==> src/rtl/fcba_pkg.sv <==
// ----------------------------------------------------------------------------
// fcba_pkg
// Shared sizes, command and status codes, and the formatted table contents
// for the chained block allocator.
// ----------------------------------------------------------------------------
`timescale 1ns / 1ps
`default_nettype none

package fcba_pkg;

   localparam int NUM_BLOCKS = 256;
   localparam int DIR_SLOTS  = 16;
   localparam int BLK_W      = $clog2(NUM_BLOCKS);
   localparam int SLOT_W     = $clog2(DIR_SLOTS);
   localparam int CNT_W      = BLK_W + 1;
   localparam int CMD_W      = 3;
   localparam int STAT_W     = 3;

   localparam logic [BLK_W-1:0] RESET_FIRST_FREE = BLK_W'(15);
   localparam logic [BLK_W-1:0] MIN_FIRST_FREE   = BLK_W'(2);
   localparam logic [BLK_W-1:0] LAST_BLOCK       = BLK_W'(NUM_BLOCKS - 1);
   localparam logic [BLK_W-1:0] RESERVED_MARK    = BLK_W'(1);
   localparam logic [BLK_W-1:0] FREE_HEAD        = '0;
   localparam logic [BLK_W-1:0] END_OF_CHAIN     = '0;

   typedef enum logic [CMD_W-1:0] {
      CMD_CREATE = 3'd0,
      CMD_REMOVE = 3'd1,
      CMD_ADD    = 3'd2,
      CMD_DELETE = 3'd3,
      CMD_CHECK  = 3'd4,
      CMD_NEXT   = 3'd5,
      CMD_FIRST  = 3'd6
   } cmd_type;

   typedef enum logic [STAT_W-1:0] {
      ST_OK           = 3'd0,
      ST_UNUSED       = 3'd1,
      ST_NOT_IN_CHAIN = 3'd2,
      ST_FULL         = 3'd3,
      ST_IN_USE       = 3'd4
   } status_type;

   // Table entry as left by a format with the given first free block.
   function automatic logic [BLK_W-1:0] fmt_entry(input logic [BLK_W-1:0] idx,
                                                  input logic [BLK_W-1:0] ffb);
      logic [BLK_W-1:0] f;
      logic [BLK_W-1:0] res;
      f = (ffb < MIN_FIRST_FREE) ? MIN_FIRST_FREE : ffb;
      if (idx == FREE_HEAD) begin
         res = f;
      end else if (idx < f) begin
         res = RESERVED_MARK;
      end else if (idx == LAST_BLOCK) begin
         res = END_OF_CHAIN;
      end else begin
         res = idx + RESERVED_MARK;
      end
      return res;
   endfunction

endpackage

`default_nettype wire

==> src/rtl/fat_chain_block_allocator.sv <==
// ----------------------------------------------------------------------------
// fat_chain_block_allocator
// Allocation table with a free list at entry 0 and a directory of slots,
// each holding the first block of a chain. One command per item.
// ----------------------------------------------------------------------------
// The chain walk of check, next, add and delete reads one table entry per cycle from
// the table RAM; create, remove, first and rejected items do no walk. One item at a
// time; the next item is taken once the result is registered. Reset clears the
// directory and marks every table entry as formatted, so the table is usable at once;
// a register write reformats.
`timescale 1ns / 1ps
`default_nettype none

module fat_chain_block_allocator
   import fcba_pkg::*;
(
   input  wire logic              clock,
   input  wire logic              reset,
   input  wire logic              req_valid,
   output      logic              req_ready,
   input  wire logic [CMD_W-1:0]  req_command,
   input  wire logic [SLOT_W-1:0] req_slot,
   input  wire logic [BLK_W-1:0]  req_block_number,
   output      logic              rsp_valid,
   input  wire logic              rsp_ready,
   output      logic [STAT_W-1:0] rsp_status,
   output      logic [BLK_W-1:0]  rsp_value,
   output      logic              rsp_is_member,
   input  wire logic              csr_valid,
   output      logic              csr_ready,
   input  wire logic [BLK_W-1:0]  csr_first_free_block
);

   typedef enum logic [12:0] {
      S_IDLE       = 13'b0000000000001,
      S_DISPATCH   = 13'b0000000000010,
      S_ADD_HEAD   = 13'b0000000000100,
      S_ADD_POP    = 13'b0000000001000,
      S_ADD_CLR    = 13'b0000000010000,
      S_ADD_WSTART = 13'b0000000100000,
      S_TAIL       = 13'b0000001000000,
      S_MCHK       = 13'b0000010000000,
      S_PWALK      = 13'b0000100000000,
      S_DEL_HEAD   = 13'b0001000000000,
      S_DEL_PUSH   = 13'b0010000000000,
      S_DEL_TOP    = 13'b0100000000000,
      S_FINISH     = 13'b1000000000000
   } state_type;

   localparam logic [CNT_W-1:0] WALK_LIMIT = CNT_W'(NUM_BLOCKS);

   state_type         state_ff, state_in;
   cmd_type           cmd_ff, cmd_in;
   logic [SLOT_W-1:0] slot_ff, slot_in;
   logic [BLK_W-1:0]  blk_ff, blk_in;
   logic [BLK_W-1:0]  ffb_ff;
   logic [BLK_W-1:0]  a_ff, a_in;
   logic [BLK_W-1:0]  nxt_ff, nxt_in;
   logic [BLK_W-1:0]  b_ff, b_in;
   logic [CNT_W-1:0]  n_ff, n_in;
   status_type        res_status_ff, res_status_in;
   logic [BLK_W-1:0]  res_value_ff, res_value_in;
   logic              res_member_ff, res_member_in;

   logic              rsp_valid_ff;
   logic [STAT_W-1:0] rsp_status_ff;
   logic [BLK_W-1:0]  rsp_value_ff;
   logic              rsp_member_ff;
   logic              rsp_load;

   logic                slot_used_ff [DIR_SLOTS];
   logic [BLK_W-1:0]    slot_first_ff [DIR_SLOTS];
   logic                slot_wr_en;
   logic                slot_used_val;
   logic [BLK_W-1:0]    slot_first_val;
   logic                cur_used;
   logic [BLK_W-1:0]    cur_first;

   logic [BLK_W-1:0]      mem [NUM_BLOCKS];
   logic [NUM_BLOCKS-1:0] vld_ff;
   logic                  mem_rd_en;
   logic [BLK_W-1:0]      mem_raddr;
   logic                  mem_wr_en;
   logic [BLK_W-1:0]      mem_waddr;
   logic [BLK_W-1:0]      mem_wdata;
   logic [BLK_W-1:0]      rd_q;
   logic                  vld_q;
   logic [BLK_W-1:0]      rd_addr_q;
   logic [BLK_W-1:0]      rd_val;
   logic                  csr_fire;

   assign csr_ready = (state_ff == S_IDLE);
   assign req_ready = (state_ff == S_IDLE) && !csr_valid;
   assign csr_fire  = csr_valid && csr_ready;

   assign cur_used  = slot_used_ff[slot_ff];
   assign cur_first = slot_first_ff[slot_ff];

   assign rd_val = vld_q ? rd_q : fmt_entry(rd_addr_q, ffb_ff);

   assign rsp_valid     = rsp_valid_ff;
   assign rsp_status    = rsp_status_ff;
   assign rsp_value     = rsp_value_ff;
   assign rsp_is_member = rsp_member_ff;

   always_comb begin
      state_in       = state_ff;
      cmd_in         = cmd_ff;
      slot_in        = slot_ff;
      blk_in         = blk_ff;
      a_in           = a_ff;
      nxt_in         = nxt_ff;
      b_in           = b_ff;
      n_in           = n_ff;
      res_status_in  = res_status_ff;
      res_value_in   = res_value_ff;
      res_member_in  = res_member_ff;
      mem_rd_en      = 1'b0;
      mem_raddr      = '0;
      mem_wr_en      = 1'b0;
      mem_waddr      = '0;
      mem_wdata      = '0;
      slot_wr_en     = 1'b0;
      slot_used_val  = 1'b0;
      slot_first_val = '0;
      rsp_load       = 1'b0;

      case (state_ff)
         S_IDLE: begin
            if (req_valid && req_ready) begin
               cmd_in        = cmd_type'(req_command);
               slot_in       = req_slot;
               blk_in        = req_block_number;
               res_status_in = ST_OK;
               res_value_in  = '0;
               res_member_in = 1'b0;
               state_in      = S_DISPATCH;
            end
         end
         S_DISPATCH: begin
            state_in = S_FINISH;
            case (cmd_ff)
               CMD_CREATE: begin
                  if (cur_used) begin
                     res_status_in = ST_IN_USE;
                  end else begin
                     slot_wr_en    = 1'b1;
                     slot_used_val = 1'b1;
                  end
               end
               CMD_REMOVE, CMD_ADD, CMD_DELETE, CMD_CHECK, CMD_NEXT, CMD_FIRST: begin
                  if (!cur_used) begin
                     res_status_in = ST_UNUSED;
                  end else begin
                     case (cmd_ff)
                        CMD_REMOVE: begin
                           slot_wr_en = 1'b1;
                        end
                        CMD_FIRST: begin
                           res_value_in = cur_first;
                        end
                        CMD_ADD: begin
                           mem_rd_en = 1'b1;
                           mem_raddr = FREE_HEAD;
                           state_in  = S_ADD_HEAD;
                        end
                        CMD_DELETE, CMD_CHECK, CMD_NEXT: begin
                           mem_rd_en = 1'b1;
                           mem_raddr = cur_first;
                           b_in      = cur_first;
                           n_in      = '0;
                           state_in  = S_MCHK;
                        end
                        default: begin
                           state_in = S_FINISH;
                        end
                     endcase
                  end
               end
               default: begin
                  state_in = S_FINISH;
               end
            endcase
         end
         S_ADD_HEAD: begin
            if (rd_val == END_OF_CHAIN) begin
               res_status_in = ST_FULL;
               state_in      = S_FINISH;
            end else begin
               a_in      = rd_val;
               mem_rd_en = 1'b1;
               mem_raddr = rd_val;
               state_in  = S_ADD_POP;
            end
         end
         S_ADD_POP: begin
            mem_wr_en = 1'b1;
            mem_waddr = FREE_HEAD;
            mem_wdata = rd_val;
            state_in  = S_ADD_CLR;
         end
         S_ADD_CLR: begin
            mem_wr_en    = 1'b1;
            mem_waddr    = a_ff;
            mem_wdata    = END_OF_CHAIN;
            res_value_in = a_ff;
            if (cur_first == END_OF_CHAIN) begin
               slot_wr_en     = 1'b1;
               slot_used_val  = 1'b1;
               slot_first_val = a_ff;
               state_in       = S_FINISH;
            end else begin
               state_in = S_ADD_WSTART;
            end
         end
         S_ADD_WSTART: begin
            mem_rd_en = 1'b1;
            mem_raddr = cur_first;
            b_in      = cur_first;
            n_in      = '0;
            state_in  = S_TAIL;
         end
         S_TAIL: begin
            if (n_ff == WALK_LIMIT || rd_val == END_OF_CHAIN) begin
               mem_wr_en = 1'b1;
               mem_waddr = b_ff;
               mem_wdata = a_ff;
               state_in  = S_FINISH;
            end else begin
               b_in      = rd_val;
               n_in      = n_ff + 1'b1;
               mem_rd_en = 1'b1;
               mem_raddr = rd_val;
            end
         end
         S_MCHK: begin
            if (n_ff == WALK_LIMIT || b_ff == END_OF_CHAIN) begin
               if (cmd_ff != CMD_CHECK) begin
                  res_status_in = ST_NOT_IN_CHAIN;
               end
               state_in = S_FINISH;
            end else if (b_ff == blk_ff) begin
               case (cmd_ff)
                  CMD_CHECK: begin
                     res_member_in = 1'b1;
                     state_in      = S_FINISH;
                  end
                  CMD_NEXT: begin
                     res_value_in = rd_val;
                     state_in     = S_FINISH;
                  end
                  default: begin
                     nxt_in = rd_val;
                     if (cur_first == blk_ff) begin
                        slot_wr_en     = 1'b1;
                        slot_used_val  = 1'b1;
                        slot_first_val = rd_val;
                        state_in       = S_DEL_HEAD;
                     end else begin
                        mem_rd_en = 1'b1;
                        mem_raddr = cur_first;
                        b_in      = cur_first;
                        n_in      = '0;
                        state_in  = S_PWALK;
                     end
                  end
               endcase
            end else begin
               b_in      = rd_val;
               n_in      = n_ff + 1'b1;
               mem_rd_en = 1'b1;
               mem_raddr = rd_val;
            end
         end
         S_PWALK: begin
            if (n_ff == WALK_LIMIT || rd_val == blk_ff) begin
               mem_wr_en = 1'b1;
               mem_waddr = b_ff;
               mem_wdata = nxt_ff;
               state_in  = S_DEL_HEAD;
            end else begin
               b_in      = rd_val;
               n_in      = n_ff + 1'b1;
               mem_rd_en = 1'b1;
               mem_raddr = rd_val;
            end
         end
         S_DEL_HEAD: begin
            mem_rd_en = 1'b1;
            mem_raddr = FREE_HEAD;
            state_in  = S_DEL_PUSH;
         end
         S_DEL_PUSH: begin
            mem_wr_en = 1'b1;
            mem_waddr = blk_ff;
            mem_wdata = rd_val;
            state_in  = S_DEL_TOP;
         end
         S_DEL_TOP: begin
            mem_wr_en = 1'b1;
            mem_waddr = FREE_HEAD;
            mem_wdata = blk_ff;
            state_in  = S_FINISH;
         end
         S_FINISH: begin
            if (!rsp_valid_ff || rsp_ready) begin
               rsp_load = 1'b1;
               state_in = S_IDLE;
            end
         end
         default: begin
            state_in = S_IDLE;
         end
      endcase
   end

   // control state
   always_ff @(posedge clock) begin
      if (reset) begin
         state_ff     <= S_IDLE;
         ffb_ff       <= RESET_FIRST_FREE;
         rsp_valid_ff <= 1'b0;
         vld_ff       <= '0;
         for (int i = 0; i < DIR_SLOTS; i++) begin
            slot_used_ff[i]  <= 1'b0;
            slot_first_ff[i] <= '0;
         end
      end else begin
         state_ff <= state_in;
         if (csr_fire) begin
            ffb_ff <= csr_first_free_block;
            vld_ff <= '0;
         end else if (mem_wr_en) begin
            vld_ff[mem_waddr] <= 1'b1;
         end
         if (rsp_load) begin
            rsp_valid_ff <= 1'b1;
         end else if (rsp_ready) begin
            rsp_valid_ff <= 1'b0;
         end
         if (slot_wr_en) begin
            slot_used_ff[slot_ff]  <= slot_used_val;
            slot_first_ff[slot_ff] <= slot_first_val;
         end
      end
   end

   // working and result payload
   always_ff @(posedge clock) begin
      cmd_ff        <= cmd_in;
      slot_ff       <= slot_in;
      blk_ff        <= blk_in;
      a_ff          <= a_in;
      nxt_ff        <= nxt_in;
      b_ff          <= b_in;
      n_ff          <= n_in;
      res_status_ff <= res_status_in;
      res_value_ff  <= res_value_in;
      res_member_ff <= res_member_in;
      if (rsp_load) begin
         rsp_status_ff <= res_status_ff;
         rsp_value_ff  <= res_value_ff;
         rsp_member_ff <= res_member_ff;
      end
   end

   // allocation table RAM
   always_ff @(posedge clock) begin
      if (mem_wr_en) begin
         mem[mem_waddr] <= mem_wdata;
      end
      if (mem_rd_en) begin
         rd_q      <= mem[mem_raddr];
         vld_q     <= vld_ff[mem_raddr];
         rd_addr_q <= mem_raddr;
      end
   end

   a_no_rw_same_entry: assert property (@(posedge clock) disable iff (reset)
      mem_wr_en && mem_rd_en |-> mem_waddr != mem_raddr)
      else $error("table read and write hit the same entry in one cycle");

   a_walk_bounded: assert property (@(posedge clock) disable iff (reset)
      (state_ff == S_TAIL || state_ff == S_MCHK || state_ff == S_PWALK) |->
      n_ff <= WALK_LIMIT)
      else $error("chain walk ran past the block count");

   a_finish_loads: assert property (@(posedge clock) disable iff (reset)
      state_ff == S_FINISH && (!rsp_valid_ff || rsp_ready) |=> rsp_valid_ff)
      else $error("finished item not presented");

   a_error_clean: assert property (@(posedge clock) disable iff (reset)
      rsp_valid_ff && rsp_status_ff != ST_OK |-> rsp_value_ff == '0 && !rsp_member_ff)
      else $error("error result carries a value");

   a_csr_reformat: assert property (@(posedge clock) disable iff (reset)
      csr_fire |=> vld_ff == '0)
      else $error("register write did not reformat the table");

endmodule

`default_nettype wire
==> config.mk <==
export PLATFORM = sky130hd
export DESIGN_NAME = fat_chain_block_allocator
export DESIGN_NICKNAME = d
export VERILOG_FILES = /design/src/rtl/fcba_pkg.sv /design/src/rtl/fat_chain_block_allocator.sv
export SDC_FILE = /design/constraint.sdc
export NUM_CORES = 2
export LEC_CHECK = 0
export BUFFER_PORTS_ARGS = -buffer_cell sky130_fd_sc_hd__buf_2
export CAP_MARGIN = 20
export CORE_ASPECT_RATIO = 1.25
export CORE_MARGIN = 1.5
export CORE_UTILIZATION = 41
export CTS_CLUSTER_SIZE = 28
export DETAILED_ROUTE_END_ITERATION = 6
export SYNTH_ARGS = -nofsm -noshare
export SYNTH_HDL_FRONTEND = slang
export SYNTH_SLANG_ARGS = --single-unit
export TNS_END_PERCENT = 5
==> constraint.sdc <==
create_clock -name clock -period 14.6 [get_ports clock]
set_input_delay 1.46 -clock clock [delete_from_list [all_inputs] [get_ports clock]]
set_output_delay 1.46 -clock clock [all_outputs]
set_load 0.005 [all_outputs]
# Word level (Yosys, flattened, before mapping)
# Memories as Yosys holds them, arrays and structs flattened. A register that Yosys moved wholly into a read port is not among the register bits.
# Index checks and enable logic that the tools add are counted.
[classes] order_cmp=5 mux=132 n_reduce_logical=38 n_bitwise=4 n_addsub=2 eq_ne=48
[ops] op="two-way mux 8 bit" n=41
[ops] op="OR 256 bit" n=1
[ops] op="case mux 13 bit (13 select lines)" n=1
[ops] op="two-way mux 13 bit" n=11
[ops] op="case mux 8 bit (4 select lines)" n=3
[ops] op="two-way mux 9 bit" n=9
[ops] op="case mux 8 bit (6 select lines)" n=1
[ops] op="case mux 9 bit (5 select lines)" n=1
[ops] op="two-way mux 1 bit" n=41
[ops] op="case mux 8 bit (5 select lines)" n=1
[ops] op="zero test 8 bit" n=4
[ops] op="inequality test 2 bit (second input constant)" n=14
[ops] op="case mux 13 bit (2 select lines)" n=1
[ops] op="== test 8 bit" n=3
[ops] op="< comparator 8 x 9 -> 1 bit (second input constant)" n=2
[ops] op="two-way mux 3 bit" n=6
[ops] op="inequality test 3 bit (second input constant)" n=6
[ops] op="two-way mux 4 bit" n=4
[ops] op="case mux 8 bit (2 select lines)" n=1
[ops] op="AND reduction 8 bit" n=2
[ops] op="== test 13 x 1 -> 1 bit (second input constant)" n=1
[ops] op="== test 13 x 10 -> 1 bit (second input constant)" n=1
[ops] op="== test 13 x 11 -> 1 bit (second input constant)" n=1
[ops] op="== test 13 x 12 -> 1 bit (second input constant)" n=1
[ops] op="other kinds (47)" n=72
[totals] reg_bits=359 out_inout_bits=15 in_bits=28 memories=3 word_cells=251 ram_bits=2192
[memory_table] name="mem" depth=256 word_bits=8 rd=1 rd_ports_with_merged_regs=1 write_ports=1 line="fat_chain_block_allocator.sv:79" rtl="logic [BLK_W-1:0] mem [NUM_BLOCKS];"
[memory_table] name="slot_first_ff" depth=16 word_bits=8 rd=1 rd_ports_with_merged_regs=1 write_ports=16 line="fat_chain_block_allocator.sv:72" rtl="logic [BLK_W-1:0] slot_first_ff [DIR_SLOTS];"
[memory_table] name="slot_used_ff" depth=16 word_bits=1 rd=1 rd_ports_with_merged_regs=1 write_ports=16 line="fat_chain_block_allocator.sv:71" rtl="logic slot_used_ff [DIR_SLOTS];"

# Longest topological paths before layout
[depth] word_depth=15 depth_mapped=26 mapped_depth_nobuf=21

# Worst setup path after synthesis
# OpenSTA, ideal clock, no wires.
[synth_path] kind="register -> register" from="register ffb_ff[3]" to="memory mem[0][0] in the netlist's numbering (data pin)" path_slack_ns=7.383 path_stages_with_launch=16 arrival_time_ns=6.395 n_path_buf=2 cell_sequence="dfxtp_1 nor4_2 a21o_1 inv_1 ha_1 nor2_1 o311a_1 buf_2 or4_1 and3_1 or2_2 nor4_1 o21a_1 clkbuf_1 nand2_1 nand2_1"
[synth_between] elab_chain_len=10 elab_cells_between_ends=13 cone_classes="order compare (2); eq/ne (1); mux (7); reduce/logical (3)"
[synth_lines] element="start: declaration" line="fat_chain_block_allocator.sv:56" rtl="logic [BLK_W-1:0] ffb_ff;"
[synth_lines] element="start signal: assignment" line="fat_chain_block_allocator.sv:331" rtl="ffb_ff <= csr_first_free_block;"
[synth_lines] element="< comparator 8 x 2 -> 1 bit" line="fcba_pkg.sv:49" rtl="f = (ffb < MIN_FIRST_FREE) ? MIN_FIRST_FREE : ffb;"
[synth_lines] element="two-way mux 8 bit *" line="fcba_pkg.sv:49"
[synth_lines] element="< comparator 8 bit" line="fcba_pkg.sv:52" rtl="end else if (idx < f) begin"
[synth_lines] element="two-way mux 8 bit" line="fcba_pkg.sv:52"
[synth_lines] element="two-way mux 8 bit *" line="fcba_pkg.sv:50" rtl="if (idx == FREE_HEAD) begin"
[synth_lines] element="two-way mux 8 bit *" line="fat_chain_block_allocator.sv:99" rtl="assign rd_val = vld_q ? rd_q : fmt_entry(rd_addr_q, ffb_ff);"
[synth_lines] element="== test 8 bit or zero test 8 bit (tied branches)" line="fat_chain_block_allocator.sv:276, fat_chain_block_allocator.sv:224"
[synth_lines] element="logical OR 1 bit, on equally long branches" line="fat_chain_block_allocator.sv:276, fat_chain_block_allocator.sv:224"
[synth_lines] element="two-way mux 8 bit, on equally long branches" line="fat_chain_block_allocator.sv:276, fat_chain_block_allocator.sv:224"
[synth_lines] element="case mux 8 bit (4 select lines) *" line="fat_chain_block_allocator.sv:128" rtl="case (state_ff)"
[synth_lines] element="net mem_wdata[0]" line="fat_chain_block_allocator.sv:85" rtl="logic [BLK_W-1:0] mem_wdata;"
[synth_lines] element="end: declaration" line="fat_chain_block_allocator.sv:79"
# The timed path passes the listed nets; every way through them passes the cells marked *.

# Final worst setup path
[layout_path] from="register ffb_ff[4]" to="register rd_q[5], read port of mem (data pin)"
[layout_between] elab_chain_len=10 elab_cells_between_ends=20 cone_classes="order compare (2); eq/ne (1); mux (14); reduce/logical (3)"
[layout_lines] element="< comparator 8 x 2 -> 1 bit" line="fcba_pkg.sv:49"
[layout_lines] element="two-way mux 8 bit *" line="fcba_pkg.sv:49"
[layout_lines] element="< comparator 8 bit" line="fcba_pkg.sv:52"
[layout_lines] element="two-way mux 8 bit" line="fcba_pkg.sv:52"
[layout_lines] element="two-way mux 8 bit *" line="fcba_pkg.sv:50"
[layout_lines] element="two-way mux 8 bit *" line="fat_chain_block_allocator.sv:99"
[layout_lines] element="== test 8 bit or zero test 8 bit (tied branches)" line="fat_chain_block_allocator.sv:276, fat_chain_block_allocator.sv:186, fat_chain_block_allocator.sv:224"
[layout_lines] element="logical OR 1 bit, on equally long branches" line="fat_chain_block_allocator.sv:276, fat_chain_block_allocator.sv:224"
[layout_lines] element="two-way mux 8 bit, or another cell as far along" line="fat_chain_block_allocator.sv:276" rtl="if (n_ff == WALK_LIMIT || rd_val == blk_ff) begin"
[layout_lines] element="case mux 8 bit (6 select lines) or case mux 1 bit (6 select lines) (tied branches)" line="fat_chain_block_allocator.sv:128"
[layout_lines] element="end: declaration" line="fat_chain_block_allocator.sv:86" rtl="logic [BLK_W-1:0] rd_q;"
# Mark *: on every way between the ends. The rest lies on a longest branch, timed or not.
# A chain may end at the register's enable or synchronous reset.

==> results.py <==
metrics = {
    "pwr": {
        "power_switching_share_pct": 22.40,
        "combPwrFrac_pct": 4.7,
        "p_total_uw": 15140,
        "net-switching-power_uw": 3391,
        "total_leakage_power_uw": 0.03776,
        "power.internal_uw": 11750,
        "pwr-share-clk_pct": 42.3,
        "ir_drop_uv": 95.70,
        "p_seq_share_pct": 52.9,
        "power_density_nw_per_um2": 128.1,
    },
    "finish": {
        "drive_gt1_share_pct": 9.443,
        "final_cell_mix": "edfxtp_1, nand2_1, nand3_1",
        "areaGrowthSynthToFinish_pct": 11.78,
        "fill_cells": 22760,
        "nets": 8325,
        "layout_commonest_cell": "edfxtp_1",
        "postLayoutCoreUtil_pct": 46.05,
    },
    "worst_setup_path": {
        "r2r_slack_ns": 5.91,
        "worstReg2RegEnd": "rd_q[5]",
        "path_class": "flop to flop",
        "critPathLaunchType": "flop",
        "worst_ep_arrival_time_ns": 9.46,
        "r2r-start": "ffb_ff[4]",
        "startpoint": "ffb_ff[4]",
        "critPathMaxFanout": 134,
        "end_kind": "flop",
        "rr_worst_depth": 21,
        "required_ns": 15.37,
    },
    "yosys": {
        "synthDistinctLibCells": 94,
        "synth_top_family_by_area": "simple AND/OR/NAND/NOR gates",
        "synthAdderAreaFrac_pct": 0.1302,
        "ys.flop_type": "edfxtp_1",
        "synth_cells": 8333,
        "synth_mux_area_share_pct": 3.570,
        "synth_compound_area_share_pct": 9.440,
        "synth_nets": 8372,
        "yosys.area_share.xor_xnor_pct": 0.3148,
        "synth-seq-area-share_pct": 70.13,
        "ys_ff_latch": 2563,
        "syn_area_per_cell_um2": 12.69,
        "yosysTopAreaCell": "edfxtp_1",
        "synthSimpleGateAreaFrac_pct": 13.93,
        "syn_area_um2": 105700,
        "synth-edff-count": 2281,
        "synth_top_area_share_pct": 64.79,
        "yosysWarnings": 0,
        "async_flop_share_pct": 0,
        "yosys-top-cells-area": "edfxtp_1, nand2_1, dfxtp_1",
    },
    "clocking": {
        "holdBufCountCts": 0,
        "clock_latency_ns": 0.93,
        "clock-root-buffer": "clkbuf_16",
        "clkTransAtPathRegs_ns": 0.06,
        "cts.repair.resized": 0,
        "numCtsBuffers": 242,
        "cts_buffer_depth": 4,
        "htreeDepth": 4,
        "clkSinkCount": 2563,
        "cts_tree": "done",
        "cts_setup_buffers": 0,
    },
    "timing": {
        "min_period_over_period_pct": 59.51,
        "setup_viol": 0,
        "worst-slew-pin-transition_ns": 1.273,
        "drv_slew": 0,
        "hold_viol": 0,
        "fmax_mhz": 115.1,
        "finClkSkew_ns": 0.06342,
        "maxSlewHeadroom_pct": 14.79,
        "fin_crit_ns": 8.689,
        "tns_ns": 0,
        "worst_slack_ns": 5.911,
        "timing.hold.ws_ns": 0.4300,
        "rsz0062_at_grt": "false",
    },
    "floorplanning": {
        "die_h_um": 570.7,
        "row_count": 208,
        "ios": 43,
        "dieArea_um2": 260900,
        "start_util_pct": 41.20,
        "die_w_um": 457.2,
        "core_um2": 256600,
    },
    "global_route": {
        "grt_pass1_vias": 69730,
        "grt_pass1_wl_um": 540100,
        "grt_overflow": 0,
        "antenna_found_initial": 27,
        "grt_max_degree": 160,
        "grtUsageTotal_pct": 28.98,
    },
    "drt": {
        "wl_per_cell_um": 32.65,
        "drc": 63,
        "first_iter_violations": 10660,
        "routed_wl_um": 388000,
        "drt-vias-per-instance": 6.264,
        "first_pass_iters": 7,
        "ant_nets": 0,
        "num_vias": 74420,
    },
    "placement": {
        "pre_cts_ws_ns": 6.287,
        "dp_hpwl_um": 235600,
        "gp_congestion": 0.9437,
        "port_buffers": 42,
    },
    "min_path": {
        "hold_start": "res_value_ff[5]",
        "hold_depth": 0,
        "min_to": "rsp_value[5]",
        "hp-class": "flop to flop",
    },
    "run_status": {
        "status": "finished, violations left",
        "violations": "design-rule violations",
    },
    "job": {
        "drv_cap": 0,
    },
}
==> sequential cells by signal, summed over array words and instances, names as in the netlist, 9 cells and up, named ones only <==
register       count
mem             2048
vld_ff           256
slot_first_ff    128
slot_used_ff      16
state_ff          13
n_ff               9
==> metrics by stage <==
step                      std cells  cell area (um^2)
after global routing          11850            118100
after CTS                     11840            118000
after global placement        11380            109900
after floorplan                8333            105700
final                         11880            118200
after detailed placement      11390            110000
==> worst max-delay path by stage <==
stage | slack (ns) | cells after the start | end
after global placement | 5.98 | 19 | rd_q[2]
after CTS | 6.19 | 21 | rd_q[5]
after global routing | 5.77 | 21 | rd_q[5]
after detailed placement | 6.29 | 21 | rd_q[5]
final | 5.91 | 21 | rd_q[5]
after floorplan | 7.38 | 15 | mem[0][0]
==> kinds of logic (layout without fill, tap and decap cells) <==
| group | Yosys count | after routing |
|---|---|---|
| DFF | 2563 | 2563 |
| adders and majority gates | 11 | 11 |
| AOI/OAI and AO/OA | 1357 | 1357 |
| muxes | 351 | 351 |
| xor gates and xnor gates | 38 | 38 |
| other | 0 | 28 |
| and+or+nand+nor | 3389 | 3389 |
| buffers and inverters | 624 | 784 |
==> per-layer routing <==
layer | global-route usage (%) | part of all wire [%] | vias up
li1 | - | - | 31070
met1 | 35.75 | 36 | 37460
met2 | 45.43 | 46 | 4737
met3 | 6.728 | 11 | 1154
met4 | 19.56 | 7.6 | 8
met5 | 0 | 0.015 | -
==> cell type report <==
class	count	area, um^2	area share, %
flip-flops and latches	2563	74140	62.75
multi-input cells	5146	29360	24.84
clock buffers	336	6883	5.825
well taps	3360	4204	3.558
repair buffers	280	2198	1.860
clock inverters	115	1101	0.9318
inverters	53	207.7	0.1758
diodes	28	70.07	0.05930
==> critical path: stages (launching register included) <==
cell and delay, ns:
dfxtp_1 0.36, nor4_2 0.40, a21o_1 0.20, inv_1 0.07, ha_1 0.21, a2111oi_0 0.44, o311a_1 0.55, o32a_1 0.63
nand2_1 0.15, o41ai_1 0.90, nand3_2 0.13, buf_4 0.34, o21ai_4 0.30, buf_12 0.45, buf_12 0.42, nand2_1 0.11
nand3_1 0.15, a21oi_1 0.10, o31ai_1 0.64, o221ai_1 0.37, nor2_1 0.78, a211o_1 0.19
==> cells in the mapped netlist, types with 14 or more instances <==
library cell  instances
a31oi_1             152
nand2b_1             14
inv_1                45
o2111ai_1            17
a21oi_1             139
nor2_1              537
a311oi_1            105
o22ai_1              18
o21ai_0              86
o31ai_1              14
o211a_1              23
and3_1              224
nor2b_1              23
a221oi_1             15
o221ai_1             30
nand3_1             665
mux2i_1             296
nor4_1               19
a211oi_1            214
o21a_1              271
edfxtp_1           2281
xnor2_1              20
a22oi_1              27
a2111oi_0            16
nand4_1              41
mux4_2               17
nand2_1            1734
buf_2               168
nor3_1               55
buf_1                74
dfxtp_1             282
clkbuf_1            315
xor2_1               18
o211ai_1             63
mux2_2               37
a32oi_1              36
==> power groups by stage <==
stage               logic, uW  registers [uW]  clock network [uW]
CTS                       706            8020                6440
finish                    718            8020                6410
global route              755            8020                6690
global placement          703            8170                   0
detailed placement        703            8170                   0
floorplan                 474            8120                   0
Note: power is estimated with default switching activity, not from simulation.
